[src/rtl/hrsl_pkg.sv]
package hrsl_pkg;

  localparam logic [7:0] COLON_CHAR = 8'h3A;

  // Record types
  localparam logic [7:0] RT_DATA      = 8'h00;
  localparam logic [7:0] RT_EOF       = 8'h01;
  localparam logic [7:0] RT_EXT_SEG   = 8'h02;
  localparam logic [7:0] RT_START_SEG = 8'h03;
  localparam logic [7:0] RT_EXT_LIN   = 8'h04;
  localparam logic [7:0] RT_START_LIN = 8'h05;

  localparam logic [31:0] SECTION_MAX_RESET = 32'd4096;

  // Token queue between front and back
  localparam int QDEPTH = 4;
  localparam int QAW    = $clog2(QDEPTH);

  typedef enum logic [2:0] {
    ST_DATA       = 3'd0,
    ST_START_WARN = 3'd1,
    ST_FINISHED   = 3'd2,
    ST_BAD_SUM    = 3'd3,
    ST_BAD_TYPE   = 3'd4,
    ST_EARLY_END  = 3'd5,
    ST_BAD_DIGIT  = 3'd6
  } status_t;

  typedef enum logic [1:0] {
    TK_DATA   = 2'd0,  // data byte, value = offset + index
    TK_SEG    = 2'd1,  // segment base update, value = new base
    TK_LIN    = 2'd2,  // linear base update, value = new base
    TK_REPORT = 2'd3   // status report
  } tok_kind_t;

  typedef struct packed {
    tok_kind_t   kind;
    status_t     status;
    logic [7:0]  data;
    logic [16:0] value;
  } tok_t;

  // {valid, nibble}
  function automatic logic [4:0] hex_digit(input logic [7:0] c);
    logic [4:0] r;
    r = 5'd0;
    if (c >= 8'h30 && c <= 8'h39) begin
      r = {1'b1, c[3:0]};
    end else if ((c >= 8'h41 && c <= 8'h46) || (c >= 8'h61 && c <= 8'h66)) begin
      r = {1'b1, c[3:0] + 4'd9};
    end
    return r;
  endfunction

endpackage

[src/rtl/hex_record_stream_loader_core.sv]
// Hex-record stream loader.
// Input channel (in_valid/in_ready, kind, ch): one transaction per text
// character; kind=1 marks end of input. Characters outside a record are
// skipped until ':'.
// Output channel (out_valid/out_ready, status, data_byte, byte_address,
// new_section): one transaction per decoded data byte, start-address warning,
// end record or error. Data bytes are sent before their record's checksum is
// checked, so after any error status the consumer drops what it got.
// Config: cfg_wr_en/cfg_wr_data write section_max_size (reset 4096); write
// only while the block is idle.
// Throughput: one character per cycle while the token queue has room. A result
// passes through front decode into a 4-entry token queue at the accepting
// edge, then through the back end's address/section logic into the output
// register once that register is empty or being taken.
// Stalls: out_ready low holds the output register; the queue absorbs up to
// four tokens, then in_ready drops until the back end drains.
// Reset (rst, synchronous): parser idle, bases and section tracking cleared,
// queue and output empty. After finished or any error the block produces no
// more results until reset, though it keeps accepting input.
module hex_record_stream_loader_core
  import hrsl_pkg::*;
(
  input  logic        clk,
  input  logic        rst,
  input  logic        cfg_wr_en,
  input  logic [31:0] cfg_wr_data,
  input  logic        in_valid,
  output logic        in_ready,
  input  logic        kind,
  input  logic [7:0]  ch,
  output logic        out_valid,
  input  logic        out_ready,
  output logic [2:0]  status,
  output logic [7:0]  data_byte,
  output logic [31:0] byte_address,
  output logic        new_section
);

  logic    take;
  logic    q_push;
  tok_t    q_wdata;
  logic    q_full;
  logic    q_avail;
  logic    q_pop;
  tok_t    q_rdata;
  status_t out_status;

  // Accept whenever the token queue has room, produced token or not.
  assign in_ready = !q_full;
  assign take     = in_valid && in_ready;

  hrsl_front u_front (
    .clk  (clk),
    .rst  (rst),
    .take (take),
    .kind (kind),
    .ch   (ch),
    .push (q_push),
    .tok  (q_wdata)
  );

  hrsl_fifo u_fifo (
    .clk   (clk),
    .rst   (rst),
    .push  (q_push),
    .wdata (q_wdata),
    .full  (q_full),
    .avail (q_avail),
    .pop   (q_pop),
    .rdata (q_rdata)
  );

  // Back end: address build, section tracking, base updates, halt.
  hrsl_back u_back (
    .clk         (clk),
    .rst         (rst),
    .cfg_wr_en   (cfg_wr_en),
    .cfg_wr_data (cfg_wr_data),
    .tok_avail   (q_avail),
    .tok         (q_rdata),
    .tok_pop     (q_pop),
    .out_valid   (out_valid),
    .out_ready   (out_ready),
    .out_status  (out_status),
    .out_byte    (data_byte),
    .out_addr    (byte_address),
    .out_new     (new_section)
  );

  assign status = out_status;

endmodule

[src/rtl/hrsl_front.sv]
module hrsl_front
  import hrsl_pkg::*;
(
  input  logic       clk,
  input  logic       rst,
  input  logic       take,
  input  logic       kind,
  input  logic [7:0] ch,
  output logic       push,
  output tok_t       tok
);

  typedef enum logic [2:0] {
    PH_IDLE, PH_COUNT, PH_OFF_HI, PH_OFF_LO, PH_TYPE, PH_DATA, PH_CKSUM
  } phase_t;

  phase_t      phase;
  logic        nib_pend;
  logic [3:0]  nib_hi;
  logic [7:0]  rec_count;
  logic [15:0] rec_offset;
  logic [7:0]  rec_type;
  logic [7:0]  sum;
  logic [7:0]  seen;
  logic [15:0] pend_base;

  logic [4:0]  dig;
  logic [7:0]  b;
  logic [7:0]  sum_new;
  logic [7:0]  seen_inc;

  assign dig      = hex_digit(ch);
  assign b        = {nib_hi, dig[3:0]};
  assign sum_new  = sum + b;
  assign seen_inc = seen + 8'd1;

  // Token generation
  always_comb begin
    push = 1'b0;
    tok.kind   = TK_REPORT;
    tok.status = ST_DATA;
    tok.data   = b;
    tok.value  = {1'b0, rec_offset} + {9'd0, seen};
    if (take) begin
      if (kind) begin
        push = 1'b1;
        tok.status = ST_EARLY_END;
      end else if (phase != PH_IDLE) begin
        if (!dig[4]) begin
          push = 1'b1;
          tok.status = ST_BAD_DIGIT;
        end else if (nib_pend) begin
          if (phase == PH_DATA && rec_type == RT_DATA) begin
            push = 1'b1;
            tok.kind = TK_DATA;
          end else if (phase == PH_CKSUM) begin
            tok.value = {1'b0, pend_base};
            if (sum_new != 8'd0) begin
              push = 1'b1;
              tok.status = ST_BAD_SUM;
            end else begin
              unique case (rec_type)
                RT_DATA:    push = 1'b0;
                RT_EOF: begin
                  push = 1'b1;
                  tok.status = ST_FINISHED;
                end
                RT_EXT_SEG: begin
                  push = 1'b1;
                  tok.kind = TK_SEG;
                end
                RT_EXT_LIN: begin
                  push = 1'b1;
                  tok.kind = TK_LIN;
                end
                RT_START_SEG, RT_START_LIN: begin
                  push = 1'b1;
                  tok.status = ST_START_WARN;
                end
                default: begin
                  push = 1'b1;
                  tok.status = ST_BAD_TYPE;
                end
              endcase
            end
          end
        end
      end
    end
  end

  always_ff @(posedge clk) begin
    if (rst) begin
      phase     <= PH_IDLE;
      nib_pend  <= 1'b0;
      nib_hi    <= 4'd0;
      rec_count <= 8'd0;
      rec_offset <= 16'd0;
      rec_type  <= 8'd0;
      sum       <= 8'd0;
      seen      <= 8'd0;
      pend_base <= 16'd0;
    end else if (take && !kind) begin
      if (phase == PH_IDLE) begin
        if (ch == COLON_CHAR) begin
          phase      <= PH_COUNT;
          sum        <= 8'd0;
          nib_pend   <= 1'b0;
          nib_hi     <= 4'd0;
          seen       <= 8'd0;
          rec_offset <= 16'd0;
          pend_base  <= 16'd0;
        end
      end else if (dig[4]) begin
        if (!nib_pend) begin
          nib_hi   <= dig[3:0];
          nib_pend <= 1'b1;
        end else begin
          nib_pend <= 1'b0;
          sum      <= sum_new;
          unique case (phase)
            PH_COUNT: begin
              rec_count <= b;
              phase     <= PH_OFF_HI;
            end
            PH_OFF_HI: begin
              rec_offset <= {b, 8'd0};
              phase      <= PH_OFF_LO;
            end
            PH_OFF_LO: begin
              rec_offset <= {rec_offset[15:8], b};
              phase      <= PH_TYPE;
            end
            PH_TYPE: begin
              rec_type  <= b;
              seen      <= 8'd0;
              pend_base <= 16'd0;
              phase     <= (rec_count != 8'd0) ? PH_DATA : PH_CKSUM;
            end
            PH_DATA: begin
              if (rec_type != RT_DATA) begin
                if (seen == 8'd0) begin
                  pend_base <= {b, 8'd0};
                end else if (seen == 8'd1) begin
                  pend_base <= {pend_base[15:8], b};
                end
              end
              seen <= seen_inc;
              if (seen_inc == rec_count) begin
                phase <= PH_CKSUM;
              end
            end
            default: phase <= PH_IDLE;  // checksum byte ends the record
          endcase
        end
      end
    end
  end

endmodule

[src/rtl/hrsl_fifo.sv]
module hrsl_fifo
  import hrsl_pkg::*;
(
  input  logic clk,
  input  logic rst,
  input  logic push,
  input  tok_t wdata,
  output logic full,
  output logic avail,
  input  logic pop,
  output tok_t rdata
);

  tok_t           mem [QDEPTH];
  logic [QAW-1:0] wr_ptr;
  logic [QAW-1:0] rd_ptr;
  logic [QAW:0]   count;

  assign full  = (count == QDEPTH[QAW:0]);
  assign avail = (count != '0);
  assign rdata = mem[rd_ptr];

  always_ff @(posedge clk) begin
    if (push) begin
      mem[wr_ptr] <= wdata;
    end
  end

  always_ff @(posedge clk) begin
    if (rst) begin
      wr_ptr <= '0;
      rd_ptr <= '0;
      count  <= '0;
    end else begin
      if (push) wr_ptr <= wr_ptr + 1'b1;
      if (pop)  rd_ptr <= rd_ptr + 1'b1;
      count <= count + {{QAW{1'b0}}, push} - {{QAW{1'b0}}, pop};
    end
  end

endmodule

[src/rtl/hrsl_back.sv]
module hrsl_back
  import hrsl_pkg::*;
(
  input  logic        clk,
  input  logic        rst,
  input  logic        cfg_wr_en,
  input  logic [31:0] cfg_wr_data,
  input  logic        tok_avail,
  input  tok_t        tok,
  output logic        tok_pop,
  output logic        out_valid,
  input  logic        out_ready,
  output status_t     out_status,
  output logic [7:0]  out_byte,
  output logic [31:0] out_addr,
  output logic        out_new
);

  logic [31:0] section_max;
  logic [15:0] linear_base;
  logic [15:0] segment_base;
  logic [31:0] base_sum;      // (linear << 16) + segment * 16
  logic [31:0] next_addr;
  logic [31:0] fill;
  logic        sec_open;
  logic        halted;

  logic [31:0] addr;
  logic [31:0] addr_inc;
  logic        ns;
  logic        emit;

  assign tok_pop  = tok_avail && (!out_valid || out_ready);
  assign addr     = base_sum + {15'd0, tok.value};
  assign addr_inc = base_sum + {15'd0, tok.value} + 32'd1;
  assign ns       = !sec_open || (addr != next_addr) || (fill >= section_max);
  // token that loads the output register
  assign emit     = tok_pop && !halted && (tok.kind == TK_DATA || tok.kind == TK_REPORT);

  always_ff @(posedge clk) begin
    if (rst) begin
      section_max  <= SECTION_MAX_RESET;
      linear_base  <= 16'd0;
      segment_base <= 16'd0;
      base_sum     <= 32'd0;
      next_addr    <= 32'd0;
      fill         <= 32'd0;
      sec_open     <= 1'b0;
      halted       <= 1'b0;
      out_valid    <= 1'b0;
      out_status   <= ST_DATA;
      out_byte     <= 8'd0;
      out_addr     <= 32'd0;
      out_new      <= 1'b0;
    end else begin
      if (cfg_wr_en) begin
        section_max <= cfg_wr_data;
      end
      if (emit) begin
        out_valid <= 1'b1;
      end else if (out_valid && out_ready) begin
        out_valid <= 1'b0;
      end
      if (tok_pop && !halted) begin
        unique case (tok.kind)
          TK_DATA: begin
            fill       <= ns ? 32'd1 : fill + 32'd1;
            sec_open   <= 1'b1;
            next_addr  <= addr_inc;
            out_status <= ST_DATA;
            out_byte   <= tok.data;
            out_addr   <= addr;
            out_new    <= ns;
          end
          TK_SEG: begin
            segment_base <= tok.value[15:0];
            base_sum     <= {linear_base, 16'd0} + {12'd0, tok.value[15:0], 4'd0};
          end
          TK_LIN: begin
            linear_base <= tok.value[15:0];
            base_sum    <= {tok.value[15:0], 16'd0} + {12'd0, segment_base, 4'd0};
          end
          TK_REPORT: begin
            out_status <= tok.status;
            out_byte   <= 8'd0;
            out_addr   <= 32'd0;
            out_new    <= 1'b0;
            halted     <= (tok.status != ST_START_WARN);
          end
        endcase
      end
    end
  end

endmodule

[config.mk]
export PLATFORM = sky130hd
export DESIGN_NAME = hex_record_stream_loader_core
export DESIGN_NICKNAME = d
export VERILOG_FILES = /design/src/rtl/hrsl_pkg.sv /design/src/rtl/hex_record_stream_loader_core.sv /design/src/rtl/hrsl_front.sv /design/src/rtl/hrsl_fifo.sv /design/src/rtl/hrsl_back.sv
export SDC_FILE = /design/constraint.sdc
export NUM_CORES = 1
export LEC_CHECK = 0
export BUFFER_PORTS_ARGS = -buffer_cell sky130_fd_sc_hd__clkbuf_2
export CAP_MARGIN = 15
export CORE_UTILIZATION = 60
export CTS_CLUSTER_DIAMETER = 100
export DETAILED_ROUTE_END_ITERATION = 7
export GPL_TIMING_DRIVEN = 0
export PLACE_DENSITY_LB_ADDON = 0.15
export SLEW_MARGIN = 20
export SYNTH_ARGS = -nofsm -noshare
export SYNTH_HDL_FRONTEND = slang
export SYNTH_SLANG_ARGS = --single-unit
export TNS_END_PERCENT = 10
[constraint.sdc]
create_clock -name clk -period 11.5 [get_ports clk]
set_input_delay 0.575 -clock clk [delete_from_list [all_inputs] [get_ports clk]]
set_output_delay 0.575 -clock clk [all_outputs]
set_load 0.005 [all_outputs]
==> impl_metrics.json <==
{
  "outcome": "finished clean",
  "ys.flop_type": "sky130_fd_sc_hd__dfxtp_1",
  "multiInputGateArea_sq_mm": 0.0111,
  "hp-class": "in -> reg",
  "drt_first_pass_iters": 6,
  "dp_hpwl_mm": 43.2,
  "clk_latency_ps": 600,
  "finalWeightedCongestion": 0.949,
  "hold_depth": 3,
  "timing.final.max_slew_violations": 0,
  "critPathLaunchType": "flip-flop",
  "syn-mean-instance-area_sq_um": 9.48,
  "synth_nets": 2381,
  "fill_cells": 2723,
  "dpl_cell_area_sq_mm": 0.0224,
  "postLayoutCoreUtil_pct": 68.9,
  "post_cts_resize_count": 0,
  "tritoncts.num_buffers": 43,
  "vias": 17600,
  "timing.final.ws_setup_ps": 4870,
  "synth-seq-cells": 404,
  "reg2reg_setup_slack_ps": 4870,
  "post_drt_via_cell_ratio": 6.14,
  "post_route_cells_drive_above_1_share_pct": 11.8,
  "cts_hold_buffers": 0,
  "worst_ir_drop_vdd_v": 0.000143,
  "post-route-cell-area_sq_mm": 0.0239,
  "drt.antenna.violating_nets": 0,
  "cap_viol_max_count": 0,
  "timing.hold.worst.start": "cfg_wr_data[12]",
  "post_synthesis_cell_area_sq_mm": 0.0213,
  "fp.coreArea_sq_mm": 0.0347,
  "htree_levels": 2,
  "post-route-min-period_ps": 6630,
  "tritoncts": "yes",
  "root_buffer": "sky130_fd_sc_hd__clkbuf_16",
  "max_freq_mhz": 151,
  "detailed_route_wire_length_mm": 59.2,
  "worstReg2RegEnd": "u_back.fill[8]",
  "yosys_warnings": 0,
  "ys_types": 94,
  "worstHoldEndpoint": "u_back.section_max[12]",
  "postSynth.asyncResetShare_pct": 0,
  "mostFrequentLayoutCells": "284 x sky130_fd_sc_hd__dfxtp_1, 252 x sky130_fd_sc_hd__nor2_1, 219 x sky130_fd_sc_hd__nand2_1, 161 x sky130_fd_sc_hd__a21oi_1, 120 x sky130_fd_sc_hd__edfxtp_1",
  "final_sum_of_negative_setup_slack_ps": 0,
  "floorplan.die_area_sq_mm": 0.0362,
  "synth_top_cells_by_area": "sky130_fd_sc_hd__dfxtp_1 27%, sky130_fd_sc_hd__edfxtp_1 17%, sky130_fd_sc_hd__ha_1 5.1%, sky130_fd_sc_hd__nor2_1 4.5%, sky130_fd_sc_hd__nand2_1 3.9%",
  "postCtsSetupRepairBufs": 0,
  "timing.final.hold_violations": 0,
  "cellLeakagePower_uw": 0.00897,
  "initial_antenna_violation_count": 0,
  "clkSlewWorstSetupHoldPaths_ps": 60,
  "top_level_ports": 92,
  "crit_required_ps": 11990,
  "die_w_um": 190,
  "floorplan.initialDensity_pct": 61.2,
  "edff_count_synth": 120,
  "post-synth-top-area-cell": "sky130_fd_sc_hd__dfxtp_1",
  "layout.cells.most_common": "sky130_fd_sc_hd__dfxtp_1",
  "rows": 68,
  "power_per_cell_area_mw_per_mm2": 222,
  "rsz0062_at_grt": "false",
  "final.setup_skew_ps": 32.9,
  "detail_route.iter0.violations": 1449,
  "ctsLongestPathBuffers": 3,
  "antennaDiodeCount": 0,
  "post_route_fraction_of_the_period_consumed_by_the_critical_path_pct": 57.7,
  "worstSetupPathType": "reg -> reg",
  "clkSinkCount": 404,
  "setup_viol": 0,
  "fin_hold_ws_ps": 206,
  "drc": 0,
  "tightest_slew_ps": 1140,
  "place_ws_ps": 4840,
  "layout-area-overhead-vs-synth_pct": 12.6,
  "crit_path_end_kind": "flip-flop",
  "layout.area.seq_sq_mm": 0.00929,
  "wl_per_cell_um": 20.6,
  "grt_pass1_wl_mm": 92.0,
  "reg2regPathDepth": 15,
  "die_h_um": 190,
  "synth_seq_area_share_pct": 43.7,
  "global_route.overflow_total": 0,
  "port_buffers": 89,
  "critical_path.max_fanout": 10,
  "largest_net_degree_at_the_start_of_global_routing": 20,
  "synth_top_area_share_pct": 26.8,
  "timing.slew.headroom_pct": 23.5,
  "finish.net_count": 2519,
  "arrival_time_at_the_worst_endpoint_ps": 7120,
  "grt_use_total_pct": 32.7,
  "vias_in_the_first_global_route": 16900,
  "synthCells": 2242
}
## flip-flops by register name (all words and copies together), names as in the netlist, 4 cells and up, named ones only
name	flops
u_fifo.mem	120
u_front.sum	8
u_front.nib_hi	4
u_front.rec_offset	16
u_back.segment_base	16
u_back.fill	32
u_front.seen	8
u_front.rec_type	8
u_back.out_addr	32
u_front.rec_count	8
u_back.out_byte	8
u_back.section_max	32
u_back.next_addr	32
u_front.pend_base	16
u_back.linear_base	16
u_back.base_sum	28
## per-layer routing
layer / GRT usage [%] / share of wire [%] / vias up
met5: 0 / 0 / -
met4: 14.6 / 4.5 / 0
met3: 4.89 / 6.3 / 156
met2: 56.1 / 48 / 693
met1: 40.8 / 41 / 8414
li1: - / - / 8344
## area by class of cell
cell class	count	area share (%)
inverter	96	1.51
timing repair buffer	93	2.32
multi-input combinational	1617	46.3
sequential	404	38.8
tap	455	2.38
clock inverter	27	1.54
clock buffer	52	4.85
buffer	125	2.25
## power by group
part	internal, uW	switching, uW	leakage (uW)
combinational	734	1320	0.00479
sequential	1630	126	0.00342
clock	887	609	0.000761
total	3250	2050	0.00897
## cells by family after synthesis
family / after synthesis / share of synthesized area [%]
XOR/XNOR: 156 / 6.53
multiplexers: 92 / 6.11
flip-flops: 404 / 43.7
AO/OA/AOI/OAI: 444 / 14.0
adder cells (fa/ha/maj): 93 / 5.69
AND/OR/NAND/NOR: 832 / 19.7
buffers and inverters: 221 / 4.23
## synth_stat cells (all sizes together), types with 6 or more instances
library cell / number
buf: 33
o22ai: 8
a22o: 6
or4: 7
nor4b: 6
nand4: 27
or3: 18
edfxtp: 120
a2111oi: 8
a21o: 11
ha: 87
o21a: 12
a211oi: 45
nand2: 219
nor3: 50
inv: 96
dfxtp: 284
and4: 7
or2: 7
a311oi: 7
o211ai: 18
clkbuf: 92
xnor2: 83
a31oi: 8
a2bb2oi: 13
a21oi: 163
a22oi: 43
nor4: 50
mux4: 30
mux2i: 60
a211o: 6
and3: 31
nand2b: 13
nor2: 252
and2: 19
xor2: 72
fa: 6
nand3: 78
nor2b: 27
o21ai: 46
## worst max path at each step
stage | start | endpoint | slack (ps) | cells after the start
floorplan | flip-flop | u_back.next_addr[31] | 6350 | 16
global placement | ch[7] | u_fifo.mem[0][6] | 4800 | 15
detailed placement | ch[1] | u_fifo.count[1] | 4840 | 20
CTS | flip-flop | u_back.fill[20] | 4810 | 15
global route | flip-flop | u_back.fill[20] | 4390 | 15
finish | flip-flop | u_back.fill[8] | 4870 | 15
## critical path, cell delays in order (launching register included)
cell,delay (ps)
sky130_fd_sc_hd__dfxtp_1,420
sky130_fd_sc_hd__buf_6,220
sky130_fd_sc_hd__buf_1,670
sky130_fd_sc_hd__buf_1,780
sky130_fd_sc_hd__mux4_2,680
sky130_fd_sc_hd__ha_1,310
sky130_fd_sc_hd__buf_2,200
sky130_fd_sc_hd__nand2_1,90
sky130_fd_sc_hd__a211oi_1,510
sky130_fd_sc_hd__o211a_1,220
sky130_fd_sc_hd__xor2_1,510
sky130_fd_sc_hd__xor2_1,140
sky130_fd_sc_hd__nor4_1,900
sky130_fd_sc_hd__nor2_1,170
sky130_fd_sc_hd__buf_1,350
sky130_fd_sc_hd__nor4_2,320
## per-stage QoR
step / instances / total power (uW)
6_report: 2869 / 5300
5_1_grt: 2869 / 5550
4_1_cts: 2869 / 5290
3_5_place_dp: 2790 / 3780
3_3_place_gp: 2786 / 3730
2_1_floorplan: 2242 / 3190
Note: power is estimated with default switching activity, not from simulation.
